File: config.mk
export PLATFORM = sky130hd
export DESIGN_NAME = length_prefixed_record_parser
export DESIGN_NICKNAME = d
export VERILOG_FILES = /design/src/hdl/lprp_pkg.sv /design/src/hdl/length_prefixed_record_parser.sv /design/src/hdl/lprp_len_acc.sv
export SDC_FILE = /design/constraint.sdc
export NUM_CORES = 1
export LEC_CHECK = 0
export BUFFER_PORTS_ARGS = -buffer_cell sky130_fd_sc_hd__buf_2
export CAP_MARGIN = 10
export CORE_MARGIN = 2
export CORE_UTILIZATION = 45
export DETAILED_ROUTE_END_ITERATION = 8
export GPL_TIMING_DRIVEN = 1
export PLACE_DENSITY = 0.65
export SETUP_SLACK_MARGIN = 0.4
export SKIP_CTS_REPAIR_TIMING = 1
export SYNTH_ARGS = -nofsm -noshare
export SYNTH_HDL_FRONTEND = slang
export SYNTH_SLANG_ARGS = --single-unit
export TNS_END_PERCENT = 30
File: constraint.sdc
create_clock -name clk -period 15.85 [get_ports clk]
set_clock_uncertainty 0.05 [all_clocks]
set_input_delay 3.17 -clock clk [delete_from_list [all_inputs] [get_ports clk]]
set_output_delay 3.17 -clock clk [all_outputs]
set_load 0.05 [all_outputs]
File: src/hdl/lprp_pkg.sv
// Package for the length-prefixed record parser.
// Holds the beat structs, result kinds, error codes and character constants.
// Used by the parser top level; depends on nothing.
package lprp_pkg;

    localparam int PKT_W = 29;

    typedef struct packed {
        logic [7:0] byte_req;
        logic       restart;
    } lprp_in_t;

    typedef struct packed {
        logic [1:0]       kind;
        logic [7:0]       data_byte;
        logic [PKT_W-1:0] record_length;
        logic [2:0]       error_code;
    } lprp_out_t;

    localparam logic [1:0] KIND_BODY       = 2'd0;
    localparam logic [1:0] KIND_RECORD_END = 2'd1;
    localparam logic [1:0] KIND_PACKET_END = 2'd2;
    localparam logic [1:0] KIND_ERROR      = 2'd3;

    localparam logic [2:0] ERR_BAD_START  = 3'd0;
    localparam logic [2:0] ERR_HDR_LONG   = 3'd1;
    localparam logic [2:0] ERR_BAD_TERM   = 3'd2;
    localparam logic [2:0] ERR_TOO_LARGE  = 3'd3;
    localparam logic [2:0] ERR_ARRAY_FORM = 3'd4;

    localparam logic [7:0] CH_LF    = 8'h0A;
    localparam logic [7:0] CH_CR    = 8'h0D;
    localparam logic [7:0] CH_STAR  = 8'h2A;
    localparam logic [7:0] CH_ZERO  = 8'h30;
    localparam logic [7:0] CH_NINE  = 8'h39;

    localparam logic [PKT_W-1:0] MAX_PACKET_RESET = 29'd134217728;

endpackage

File: src/hdl/length_prefixed_record_parser.sv
// Top level of the length-prefixed record parser.
// Depends on lprp_pkg and lprp_len_acc.
//
// The parser takes one request byte per beat and gives at most one result beat for it: a
// body byte, a record end with its length, a packet end or an error code. An error is
// sticky until a beat with restart set. The state update and the result are computed in
// the cycle the byte is accepted and the result is held in an output register, so a new
// byte is accepted every cycle while the output side takes results. The user must write
// max_packet_bytes through cfg_we and cfg_wdata only while the parser idles; unchecked.
module length_prefixed_record_parser
    import lprp_pkg::*;
#(
    parameter int LEN_BITS        = 28,
    parameter int HEADER_LINE_MAX = 20
) (
    input  logic             clk,
    input  logic             rst_n,
    input  logic             in_valid,
    output logic             in_ready,
    input  lprp_in_t         in_data,
    output logic             out_valid,
    input  logic             out_ready,
    output lprp_out_t        out_data,
    input  logic             cfg_we,
    input  logic [PKT_W-1:0] cfg_wdata
);

    localparam int LW  = LEN_BITS + 1;
    localparam int SW  = ((LW > PKT_W) ? LW : PKT_W) + 1;
    localparam int HCW = $clog2(HEADER_LINE_MAX);

    typedef enum logic [2:0] {
        PH_START,
        PH_LINE,
        PH_HDR,
        PH_LINE_CR,
        PH_BODY,
        PH_TERM,
        PH_TERM_CR,
        PH_ERROR
    } phase_t;

    phase_t           phase_reg, phase_next;
    logic [LW-1:0]    length_value_reg, length_value_next;
    logic [LW-1:0]    body_remaining_reg, body_remaining_next;
    logic [HCW-1:0]   header_chars_reg, header_chars_next;
    logic             header_digits_done_reg, header_digits_done_next;
    logic [PKT_W-1:0] packet_bytes_reg, packet_bytes_next;
    logic [PKT_W-1:0] max_packet_bytes_reg;
    logic             out_valid_reg, out_valid_next;
    lprp_out_t        out_data_reg, out_data_next;

    logic             accept;
    logic [7:0]       b;
    logic             is_digit;
    logic [LW-1:0]    lv_start;
    logic [LW-1:0]    acc_len;

    assign accept   = in_valid && in_ready;
    assign in_ready = !out_valid_reg || out_ready;
    assign out_valid = out_valid_reg;
    assign out_data  = out_data_reg;
    assign b        = in_data.byte_req;
    assign is_digit = (b >= CH_ZERO) && (b <= CH_NINE);
    assign lv_start = in_data.restart ? '0 : length_value_reg;

    lprp_len_acc #(
        .LW (LW)
    ) u_len_acc (
        .len_in  (lv_start),
        .digit   (4'(b - CH_ZERO)),
        .len_out (acc_len)
    );

    always_comb
    begin
        phase_t           ph;
        logic [LW-1:0]    lv;
        logic [LW-1:0]    br;
        logic [HCW-1:0]   hc;
        logic             hd;
        logic [PKT_W-1:0] pb;
        logic             rv;
        lprp_out_t        res;
        logic [SW-1:0]    need;

        ph   = phase_reg;
        lv   = length_value_reg;
        br   = body_remaining_reg;
        hc   = header_chars_reg;
        hd   = header_digits_done_reg;
        pb   = packet_bytes_reg;
        rv   = 1'b0;
        res  = '0;
        need = '0;

        if (accept)
        begin
            if (in_data.restart)
            begin
                ph = PH_START;
                lv = '0;
                br = '0;
                hc = '0;
                hd = 1'b0;
                pb = '0;
            end
            if (ph != PH_ERROR)
            begin
                if (pb != {PKT_W{1'b1}})
                    pb = pb + 1'b1;
                need = SW'(pb) + SW'(lv);
                unique case (ph)
                    PH_START, PH_LINE, PH_LINE_CR:
                    begin
                        if (ph == PH_START && (b == CH_LF || b == CH_CR))
                        begin
                            ph = PH_START;
                        end
                        else if (ph == PH_START && b == CH_STAR)
                        begin
                            ph = PH_ERROR;
                            rv = 1'b1;
                            res.kind = KIND_ERROR;
                            res.error_code = ERR_ARRAY_FORM;
                        end
                        else if (ph != PH_START && b == CH_LF)
                        begin
                            ph = PH_START;
                            lv = '0;
                            br = '0;
                            hc = '0;
                            hd = 1'b0;
                            pb = '0;
                            rv = 1'b1;
                            res.kind = KIND_PACKET_END;
                        end
                        else if (ph == PH_LINE && b == CH_CR)
                        begin
                            ph = PH_LINE_CR;
                        end
                        else if (ph == PH_LINE_CR || !is_digit)
                        begin
                            ph = PH_ERROR;
                            rv = 1'b1;
                            res.kind = KIND_ERROR;
                            res.error_code = ERR_BAD_START;
                        end
                        else
                        begin
                            ph = PH_HDR;
                            hc = HCW'(1);
                            hd = 1'b0;
                            lv = LW'(b - CH_ZERO);
                        end
                    end
                    PH_HDR:
                    begin
                        if (b == CH_LF)
                        begin
                            if (need > SW'(max_packet_bytes_reg))
                            begin
                                ph = PH_ERROR;
                                rv = 1'b1;
                                res.kind = KIND_ERROR;
                                res.error_code = ERR_TOO_LARGE;
                            end
                            else
                            begin
                                br = lv;
                                ph = (lv == '0) ? PH_TERM : PH_BODY;
                            end
                        end
                        else
                        begin
                            hc = hc + 1'b1;
                            if (hc >= HCW'(HEADER_LINE_MAX - 1))
                            begin
                                ph = PH_ERROR;
                                rv = 1'b1;
                                res.kind = KIND_ERROR;
                                res.error_code = ERR_HDR_LONG;
                            end
                            else if (!hd && is_digit)
                            begin
                                lv = acc_len;
                            end
                            else
                            begin
                                hd = 1'b1;
                            end
                        end
                    end
                    PH_BODY:
                    begin
                        br = br - 1'b1;
                        if (br == '0)
                            ph = PH_TERM;
                        rv = 1'b1;
                        res.kind = KIND_BODY;
                        res.data_byte = b;
                    end
                    PH_TERM, PH_TERM_CR:
                    begin
                        if (b == CH_LF)
                        begin
                            rv = 1'b1;
                            if (pb > max_packet_bytes_reg)
                            begin
                                ph = PH_ERROR;
                                res.kind = KIND_ERROR;
                                res.error_code = ERR_TOO_LARGE;
                            end
                            else
                            begin
                                ph = PH_LINE;
                                res.kind = KIND_RECORD_END;
                                res.record_length = PKT_W'(SW'(lv));
                                lv = '0;
                                hc = '0;
                                hd = 1'b0;
                            end
                        end
                        else if (ph == PH_TERM && b == CH_CR)
                        begin
                            ph = PH_TERM_CR;
                        end
                        else
                        begin
                            ph = PH_ERROR;
                            rv = 1'b1;
                            res.kind = KIND_ERROR;
                            res.error_code = ERR_BAD_TERM;
                        end
                    end
                    default:
                    begin
                        ph = PH_ERROR;
                    end
                endcase
            end
        end

        phase_next              = ph;
        length_value_next       = lv;
        body_remaining_next     = br;
        header_chars_next       = hc;
        header_digits_done_next = hd;
        packet_bytes_next       = pb;

        if (accept)
            out_valid_next = rv;
        else if (out_ready)
            out_valid_next = 1'b0;
        else
            out_valid_next = out_valid_reg;
        out_data_next = (accept && rv) ? res : out_data_reg;
    end

    always_ff @(posedge clk or negedge rst_n)
    begin
        if (!rst_n)
        begin
            phase_reg              <= PH_START;
            length_value_reg       <= '0;
            body_remaining_reg     <= '0;
            header_chars_reg       <= '0;
            header_digits_done_reg <= 1'b0;
            packet_bytes_reg       <= '0;
            max_packet_bytes_reg   <= MAX_PACKET_RESET;
            out_valid_reg          <= 1'b0;
            out_data_reg           <= '0;
        end
        else
        begin
            phase_reg              <= phase_next;
            length_value_reg       <= length_value_next;
            body_remaining_reg     <= body_remaining_next;
            header_chars_reg       <= header_chars_next;
            header_digits_done_reg <= header_digits_done_next;
            packet_bytes_reg       <= packet_bytes_next;
            out_valid_reg          <= out_valid_next;
            out_data_reg           <= out_data_next;
            if (cfg_we)
                max_packet_bytes_reg <= cfg_wdata;
        end
    end

    // An error holds until a beat with restart is accepted.
    a_error_sticky: assert property (@(posedge clk) disable iff (!rst_n)
        (phase_reg == PH_ERROR && !(accept && in_data.restart)) |=> phase_reg == PH_ERROR)
        else $error("error state left without restart");

    // A pending error result always belongs to the current error state.
    a_error_pending: assert property (@(posedge clk) disable iff (!rst_n)
        (out_valid_reg && out_data_reg.kind == KIND_ERROR) |-> phase_reg == PH_ERROR)
        else $error("error result pending outside error state");

    // Every byte accepted inside a body gives a body result.
    a_body_result: assert property (@(posedge clk) disable iff (!rst_n)
        (accept && !in_data.restart && phase_reg == PH_BODY)
            |=> (out_valid_reg && out_data_reg.kind == KIND_BODY))
        else $error("body byte produced no body result");

endmodule

File: src/hdl/lprp_len_acc.sv
// Decimal header accumulator: value times ten plus one digit, saturating.
// Pure combinational logic used by the parser top level; no dependencies.
module lprp_len_acc #(
    parameter int LW = 29
) (
    input  logic [LW-1:0] len_in,
    input  logic [3:0]    digit,
    output logic [LW-1:0] len_out
);

    logic [LW+3:0] wide;
    logic [LW+3:0] cap;

    assign cap  = {4'b0, 1'b1, {(LW-1){1'b0}}};
    assign wide = ({4'b0, len_in} << 3) + ({4'b0, len_in} << 1) + {{LW{1'b0}}, digit};
    assign len_out = (wide > cap) ? cap[LW-1:0] : wide[LW-1:0];

endmodule
; ---- Word-level counts from Yosys, hierarchy flattened
; Index checks and enable logic that the tools add are counted.
; W data, S select, Z words.
[totals]
regBits = 168
output_inout_bits = 44
[classes]
n_addsub = 8
magnitude_cmp = 6
n_eq_ne = 11
mux = 119
n_reduce_logical = 22
[ops]
columns = cell, count
row1 = $mux W29, 35
row2 = $pmux W29 S3, 2
row3 = $mux W42, 2
row4 = $logic_not A29 Y1, 2
row5 = $mux W5, 11
row6 = $mux W3, 16
row7 = $add A32 B30 Y33, 1
row8 = $add A33 B4 Y33, 1
row9 = $gt A33 B29 Y1 const B, 1
row10 = $mux W2, 16
row11 = $add A29 B29 Y30, 1
row12 = $gt A30 B29 Y1, 1
row13 = $mux W1, 30
row14 = $add A29 B1 Y29 const B, 1
row15 = $gt A29 B29 Y1, 1
row16 = $ne A29 B29 Y1 const B, 1
row17 = $sub A29 B1 Y29 const B, 1
row18 = $eq A8 B4 Y1 const B, 2
row19 = $pmux W5 S3, 1
row20 = $pmux W3 S4, 1
row21 = $eq A3 B3 Y1 const B, 3
row22 = $logic_and A1 B1 Y1, 9
row23 = $pmux W3 S3, 1
row24 = $sub A8 B6 Y9 const B, 1
row25 = 20 further kinds, 25

; ---- Logic depth before layout (Yosys ltp)
; Gate-level depths: netlist (run 1).
[logic_depth]
depth_word = 16
depth_mapped = 43

; ---- Modules after synthesis
; From an unflattened synthesis (run 1), not the netlist that was laid out.
[hier_totals]
cells_unflattened = 1973
area_unflattened_um2 = 16210.5
[modules_own_cells]
columns = module, n_inst, cells_each, area_each_um2
row1 = length_prefixed_record_parser, 1, 1629, 13559.3
row2 = lprp_len_acc, 1, 344, 2651.3

; ---- Worst setup path after synthesis (run 1)
; Ideal clock, no wire load.
[synth_path]
path_kind = input-to-reg
startpoint = input in_data[0] (netlist bit)
endpoint = register out_data_reg, in the netlist out_data[36]
t_arrival_ns = 11.401
slack_ns = 4.303
stages = 42
n_path_buf = 10
path_cell_list = clkbuf_1 clkbuf_1 buf_1 clkbuf_1 buf_1 buf_1 nor2b_1 ha_1 and3b_1 nand4_1 or4_1 or2_1 buf_6 and3_1 clkbuf_1 nand3_1 or2_2 xnor2_1 (+6 left out) a31o_2 a31oi_1 o21ai_1 o41ai_1 xnor2_1 ha_1 nand3_1 nor4_1 nand4_1 o21ai_0 a31oi_1 nor4_1 nor2_1 o21ai_1 buf_2 buf_2 nand2_1 o31ai_1
[synth_between]
elab_chain_len = 14
elab_cells_between_ends = 51
[synth_rtl]
columns = element, line_no
row1 = "start, declared", length_prefixed_record_parser.sv:20  ; input lprp_in_t in_data,
row2 = $mux W29, length_prefixed_record_parser.sv:99  ; if (in_data.restart)
row3 = $mux W29, length_prefixed_record_parser.sv:97  ; if (accept)
row4 = $add A29 B1 Y29 or $ne A29 B29 Y1 (tied branches), "length_prefixed_record_parser.sv:111, length_prefixed_record_parser.sv:110"
row5 = $mux W29, length_prefixed_record_parser.sv:110  ; if (pb != {PKT_W{1'b1}})
row6 = $mux W29, length_prefixed_record_parser.sv:108  ; if (ph != PH_ERROR)
row7 = $mux W29, length_prefixed_record_parser.sv:97
row8 = $add A29 B29 Y30, length_prefixed_record_parser.sv:112  ; need = SW'(pb) + SW'(lv);
row9 = $gt A30 B29 Y1, length_prefixed_record_parser.sv:161  ; if (need > SW'(max_packet_bytes_reg))
row10 = $mux W1, length_prefixed_record_parser.sv:161
row11 = $mux W1, length_prefixed_record_parser.sv:159  ; if (b == CH_LF)
row12 = $pmux W1 S4, length_prefixed_record_parser.sv:113  ; unique case (ph)
row13 = $mux W1, length_prefixed_record_parser.sv:108
row14 = $mux W1, length_prefixed_record_parser.sv:97
row15 = $logic_and A1 B1 Y1, length_prefixed_record_parser.sv:257  ; out_data_next = (accept && rv) ? res : out_data_reg;
row16 = "end signal, assigned", length_prefixed_record_parser.sv:283  ; out_data_reg <= out_data_next;
row17 = "end, declared", length_prefixed_record_parser.sv:51  ; lprp_out_t out_data_reg, out_data_next;
; Several ways; a longest one is shown, not always the timed one. The select of a mux whose other input is x is not followed.
; A chain may end at the register's enable or synchronous reset.

; ---- Final worst setup path (run 1)
[layout_path]
startpoint = input in_data[0] (netlist bit)
endpoint = register body_remaining_reg[20]
[layout_between]
elab_chain_len = 12
elab_cells_between_ends = 34
[layout_rtl]
columns = element, line_no
row1 = $mux W29, length_prefixed_record_parser.sv:99
row2 = $mux W29, length_prefixed_record_parser.sv:97
row3 = $add A29 B1 Y29 or $ne A29 B29 Y1 (tied branches), "length_prefixed_record_parser.sv:111, length_prefixed_record_parser.sv:110"
row4 = $mux W29, length_prefixed_record_parser.sv:110
row5 = $mux W29, length_prefixed_record_parser.sv:108
row6 = $mux W29, length_prefixed_record_parser.sv:97
row7 = $add A29 B29 Y30, length_prefixed_record_parser.sv:112
row8 = $gt A30 B29 Y1, length_prefixed_record_parser.sv:161
row9 = $mux W29, length_prefixed_record_parser.sv:161
row10 = $mux W29, length_prefixed_record_parser.sv:159
row11 = $pmux W29 S3, length_prefixed_record_parser.sv:113
row12 = $mux W29 *, length_prefixed_record_parser.sv:108
row13 = "end signal, assigned", length_prefixed_record_parser.sv:278  ; body_remaining_reg <= body_remaining_next;
row14 = "end, declared", length_prefixed_record_parser.sv:45  ; logic [LW-1:0] body_remaining_reg, body_remaining_next;
; Every way passes the cells marked *; elsewhere a longest branch is shown, timed or not. The select of a mux whose other input is x is not followed.

==> results of run 1 <==
[power by group through the flow]
stage / combinational [mW] / clock (mW) / sequential, mW
2_1_floorplan: 0.508 / 0 / 0.536
3_3_place_gp: 0.694 / 0 / 0.547
3_5_place_dp: 0.701 / 0 / 0.549
4_1_cts: 0.706 / 0.432 / 0.541
5_1_grt: 0.796 / 0.449 / 0.551
6_report: 0.721 / 0.428 / 0.544
[layout by cell type (no fill, tap or decap), types with 22 or more instances in the layout]
master   instances
dfrtp_1        167
a221o_1         25
nand2_1        266
xor2_1          34
xnor2_1         42
nor2_1         129
a21o_1          47
buf_4           33
and3_1          22
nand3_1         40
inv_1           74
buf_2           84
a21oi_1        138
nor3_1          36
ha_1           154
nor2b_1         48
nand4_1         36
o21ai_0        179
[layout make-up]
type                    count  area, µm²
multi-input cells        1524       9950
inverters                  74        278
flip-flops and latches    168       4210
well taps                 442        553
clock inverters            12        115
fillers                  3170      16200
diodes                      1       2.50
clock buffers              20        457
repair buffers            118        679
[synth_stat cells, types with 25 or more instances]
| library cell | n |
|---|---|
| o21ai_0 | 179 |
| nor2b_1 | 48 |
| clkbuf_1 | 64 |
| nand3_1 | 40 |
| a21o_1 | 47 |
| a221o_1 | 25 |
| xor2_1 | 34 |
| inv_1 | 74 |
| a21oi_1 | 138 |
| nor3_1 | 37 |
| nand4_1 | 36 |
| ha_1 | 154 |
| xnor2_1 | 42 |
| nor2_1 | 129 |
| nand2_1 | 266 |
| dfrtp_1 | 167 |
[through the flow]
stage / area (µm²) / setup slack (ns)
floorplan: 14800 / 4.30
global placement: 15700 / 4.12
detailed placement: 15700 / 3.77
CTS: 16200 / 4.16
global route: 16200 / 3.46
finish: 16200 / 4.00
[metal layers]
layer | wire (µm) | vias up | global-route usage (%)
met5 | 0 | - | 0
met4 | 871 | 0 | 7.17
met3 | 3780 | 50 | 5.01
met2 | 20800 | 546 | 43.0
met1 | 23900 | 6925 | 44.3
li1 | - | 6876 | -
[worst min-delay path, cell delays in order (launching register included)]
cell     delay, ns
dfrtp_1       0.34
nand2_1       0.04
o21ai_0       0.06
[worst min path at each step]
stage,start,end,slack (ns)
2_1_floorplan,packet_bytes_reg[10],packet_bytes_reg[10],0.41
3_3_place_gp,out_data[28],out_data[28],0.41
3_5_place_dp,out_data[10],out_data[10],0.42
4_1_cts,out_data[10],out_data[10],0.44
5_1_grt,out_data[2],out_data[2],0.46
6_report,out_data[10],out_data[10],0.43
[logic make-up (layout without fill, tap and decap cells)]
| kind of cell | count (synthesis) | count (layout) | synth area share, % |
|---|---|---|---|
| AO/OA/AOI/OAI | 597 | 597 | 26.1 |
| XOR/XNOR | 76 | 76 | 4.50 |
| adder cells (fa/ha/maj) | 157 | 157 | 13.4 |
| buffers and inverters | 163 | 224 | 4.41 |
| flip-flops | 168 | 168 | 28.4 |
| multiplexers | 14 | 14 | 0.965 |
| other | 0 | 1 | 0 |
| AND/OR/NAND/NOR | 680 | 680 | 22.2 |
==> flow_metrics.tcl, run 1 <==
set metrics [dict create \
    status "completed" \
    syn-cell-area_mm2 0.0148 \
    seqPwrFrac_pct 32.1 \
    maxSlewHeadroom_pct 21.2 \
    yosysWarnings 0 \
    slew_viol_final 0 \
    fp.dieW_um 185 \
    dpl.hpwl_um 36900 \
    path_class "input pin to register" \
    grt_pass1_wl_um 77600 \
    dieArea_mm2 0.0343 \
    dp_cells 2326 \
    num_io_pins 87 \
    ff2ff_path_depth 32 \
    cpLargestDelayFamily "simple AND/OR/NAND/NOR gates" \
    clkPwrFrac_pct 25.3 \
    fmax_mhz 84.4 \
    drcViolationCount 0 \
    cp.arrival_ns 12.19 \
    row_count 66 \
    timing.final.crit_share_pct 74.8 \
    root_buffer "clkbuf_16" \
    antenna_found_initial 1 \
    start_util_pct 45.6 \
    yosysTopAreaCell "dfrtp_1" \
    crit_path_start_kind "input pin" \
    ys_seq_elements 168 \
    drt-total-wl_um 49300 \
    power_mw 1.69 \
    setup_tns_ns 0 \
    antenna_left 0 \
    cts_inserted_buffers 17 \
    clk_latency_ns 0.46 \
    synth_cell_types 88 \
    ys_top_cells_by_area "dfrtp_1 28%, ha_1 13%, nand2_1 6.8%" \
    hold_depth 2 \
    avgSynthCellArea_um2 7.97 \
    swShare_pct 44.1 \
    htreeDepth 4 \
    endpoint "body_remaining_reg[20]" \
    yosysSeqAreaShare_pct 28.4 \
    cp_slowest_cell "nor2_1" \
    rrSetupSlack_ns 6.77 \
    grt_use_total_pct 29.3 \
    clockBufferDepth 2 \
    syn2layout_area_growth_pct 9.84 \
    postSynth.asyncResetShare_pct 100 \
    gp_congestion 0.947 \
    final-setup-viol-count 0 \
    utilization_pct 50.0 \
    hold_class "register to register" \
    switchingPower_uw 747 \
    grt-ovfl-total 0 \
    rr_startpoint "packet_bytes_reg[0]" \
    grt_start_max_net_pins 105 \
    ir_worst_vdd_uv 84.4 \
    path_common_cell "a21o_1" \
    cts_tree "yes" \
    synthesis.nets 2055 \
    pwr-share-comb_pct 42.6 \
    whs_ns 0.429 \
    clk_pin_slew_ns 0.07 \
    cp.depth 32 \
    intPower_uw 946 \
    period_minus_slack_ns 11.85 \
    startpoint "in_data[0]" \
    nets 2103 \
    largest_reg_flops 42 \
    grt_pass1_vias 13400 \
    slowest_delay_ns 0.97 \
    worst-path-buf-inv 1 \
    worstPathRequired_ns 16.19 \
    synth.top_cell.area_share_pct 28.3 \
    reg2reg_to "body_remaining_reg[20]" \
    critPathMaxFanout 73 \
    end_kind "register" \
    tightest_slew_ns 1.18 \
    clock_sinks 168 \
    via_count 14400 \
    hold_violations 0 \
    pwr_density_cell_mw_per_mm2 104 \
    ys.flop_type "dfrtp_1" \
    synthCells 1855 \
    routed_via_density 6.10 \
    first_pass_iters 5 \
    initialDrtViolationCount 1441 \
    drv_cap 0 \
    p_leak_nw 7.90 \
    wl_per_cell_um 20.9 \
    layoutNonFillerInstCount 2359 \
    core_mm2 0.0325 \
    die_y_um 185 \
    rsz0062_at_grt "no" \
    io_buffers 86 \
    synth_edf_count 0 \
    layout-drive-gt1-share_pct 9.66 \
]
(Power assumes the default switching activity.)
==> inputs of run 2 (changes only) <==
Settings changed: PLACE_DENSITY 0.65 to 0.67.
Clock period 15.85 ns to 9.5 ns, I/O delays scaled along.
==> run 2 against run 1 <==
  * Combinational power increased by 68%
  * Utilization is 0.52 points higher
  * Critical path depth shrank 1
  * Clock-buffer cell count fell by 2
  * Critical path type unchanged
==> flow_metrics.tcl, run 2 (synthesis results as in run 1) <==
set metrics [dict create \
    initialDrtViolationCount 1538 \
    hold_violations 0 \
    end_kind "register" \
    worstPathRequired_ns 9.84 \
    wl_per_cell_um 20.4 \
    grt_pass1_vias 13500 \
    fp.dieW_um 185 \
    num_io_pins 87 \
    pwr_density_cell_mw_per_mm2 173 \
    slowest_delay_ns 0.52 \
    dpl.hpwl_um 36400 \
    ff2ff_path_depth 30 \
    dpl_cell_area_mm2 0.0158 \
    via_count 14600 \
    num_antenna_cells 0 \
    power_mw 2.85 \
    hold_depth 2 \
    grt_use_total_pct 28.7 \
    fmax_mhz 116 \
    fin_ws_ns 0.888 \
    hold_class "register to register" \
    clock_sinks 168 \
    htreeDepth 4 \
    timing.final.crit_share_pct 90.7 \
    slew_viol_final 0 \
    period_minus_slack_ns 8.61 \
    die_y_um 185 \
    status "completed" \
    core_mm2 0.0325 \
    start_util_pct 45.6 \
    clk_latency_ns 0.46 \
    cts_tree "yes" \
    ir_worst_vdd_uv 158 \
    routed_via_density 6.17 \
    rrSetupSlack_ns 2.00 \
    holdPathEnd "out_data[35]" \
    final_common_cell "nand2_1" \
    grt_pass1_wl_um 76700 \
    post-route-cell-area_mm2 0.0164 \
    drv_cap 0 \
    final_cell_mix "265 x nand2_1, 179 x o21ai_0, 167 x dfrtp_1" \
    multi_input_area_mm2 0.0100 \
    first_pass_iters 6 \
    reg2reg_to "body_remaining_reg[2]" \
    fillCellCount 3120 \
    pre_cts_ws_ns -0.0190 \
    p_leak_nw 7.96 \
    final-setup-viol-count 0 \
    clk_pin_slew_ns 0.07 \
    cp.arrival_ns 8.95 \
    grt_start_max_net_pins 100 \
    antenna_found_initial 1 \
    maxSlewHeadroom_pct 26.3 \
    syn2layout_area_growth_pct 11.0 \
    rr_startpoint "packet_bytes_reg[0]" \
    nets 2111 \
    cp_slowest_cell "or4_4" \
    layout-drive-gt1-share_pct 10.8 \
    tightest_slew_ns 1.10 \
    critPathMaxFanout 14 \
    dieArea_mm2 0.0343 \
    largest_reg_flops 42 \
    root_buffer "clkbuf_16" \
    row_count 66 \
    antenna_left 0 \
    gp_congestion 0.944 \
    hold_start "out_data[35]" \
    grt-ovfl-total 0 \
    clockBufferDepth 2 \
    rsz0062_at_grt "no" \
    drcViolationCount 0 \
    seqCellArea_mm2 0.00421 \
    io_buffers 86 \
    path_class "input pin to register" \
    cts_inserted_buffers 17 \
    drt-total-wl_um 48300 \
    crit_path_start_kind "input pin" \
]
run 2: worst max-delay path, delay by kind of cell:
kind / cells / cell delay (ns)
adders and majority gates: 3 / 0.88
xor gates and xnor gates: 1 / 0.23
AOI/OAI and AO/OA: 14 / 3.49
buffers and inverters: 3 / 0.51
and+or+nand+nor: 10 / 1.91
run 2: how the worst max path moves through the flow:
stage                    start                    end  cells past startpoint
finish              in_data[0]  body_remaining_reg[2]                     31
global route        in_data[0]  body_remaining_reg[7]                     34
CTS                 in_data[0]  body_remaining_reg[1]                     34
detailed placement  in_data[0]  body_remaining_reg[2]                     34
floorplan           in_data[0]  body_remaining_reg[6]                     40
global placement    in_data[0]  body_remaining_reg[4]                     34
run 2: cell type report:
class / count / area share, %
clock buffer: 18 / 2.62
timing repair buffer: 126 / 4.58
clock inverter: 14 / 0.968
sequential: 168 / 25.6
inverter: 74 / 1.69
tap: 442 / 3.37
multi-input combinational: 1524 / 61.1
run 2: layer usage:
layer	track usage, %	part of all wire, %
met1	42.3	47
met2	42.3	42
met3	4.80	8.4
met4	9.30	2.8
met5	0	0.021
run 2: power breakdown:
part	switching, mW	internal, mW	total, mW
Combinational	0.797	0.411	1.21
Sequential	0.115	0.795	0.910
Clock	0.334	0.394	0.728
run 2: per-stage QoR:
| step | hold WS, ns | util, % | std cells | TNS, ns |
|---|---|---|---|---|
| after floorplan | 0.405 | - | 1855 | 0 |
| after global placement | 0.408 | 48.7 | 2334 | 0 |
| after detailed placement | 0.418 | 48.7 | 2334 | -0.102 |
| after CTS | 0.434 | 50.5 | 2366 | 0 |
| after global routing | 0.451 | 50.6 | 2366 | 0 |
| final | 0.426 | 50.6 | 2366 | 0 |
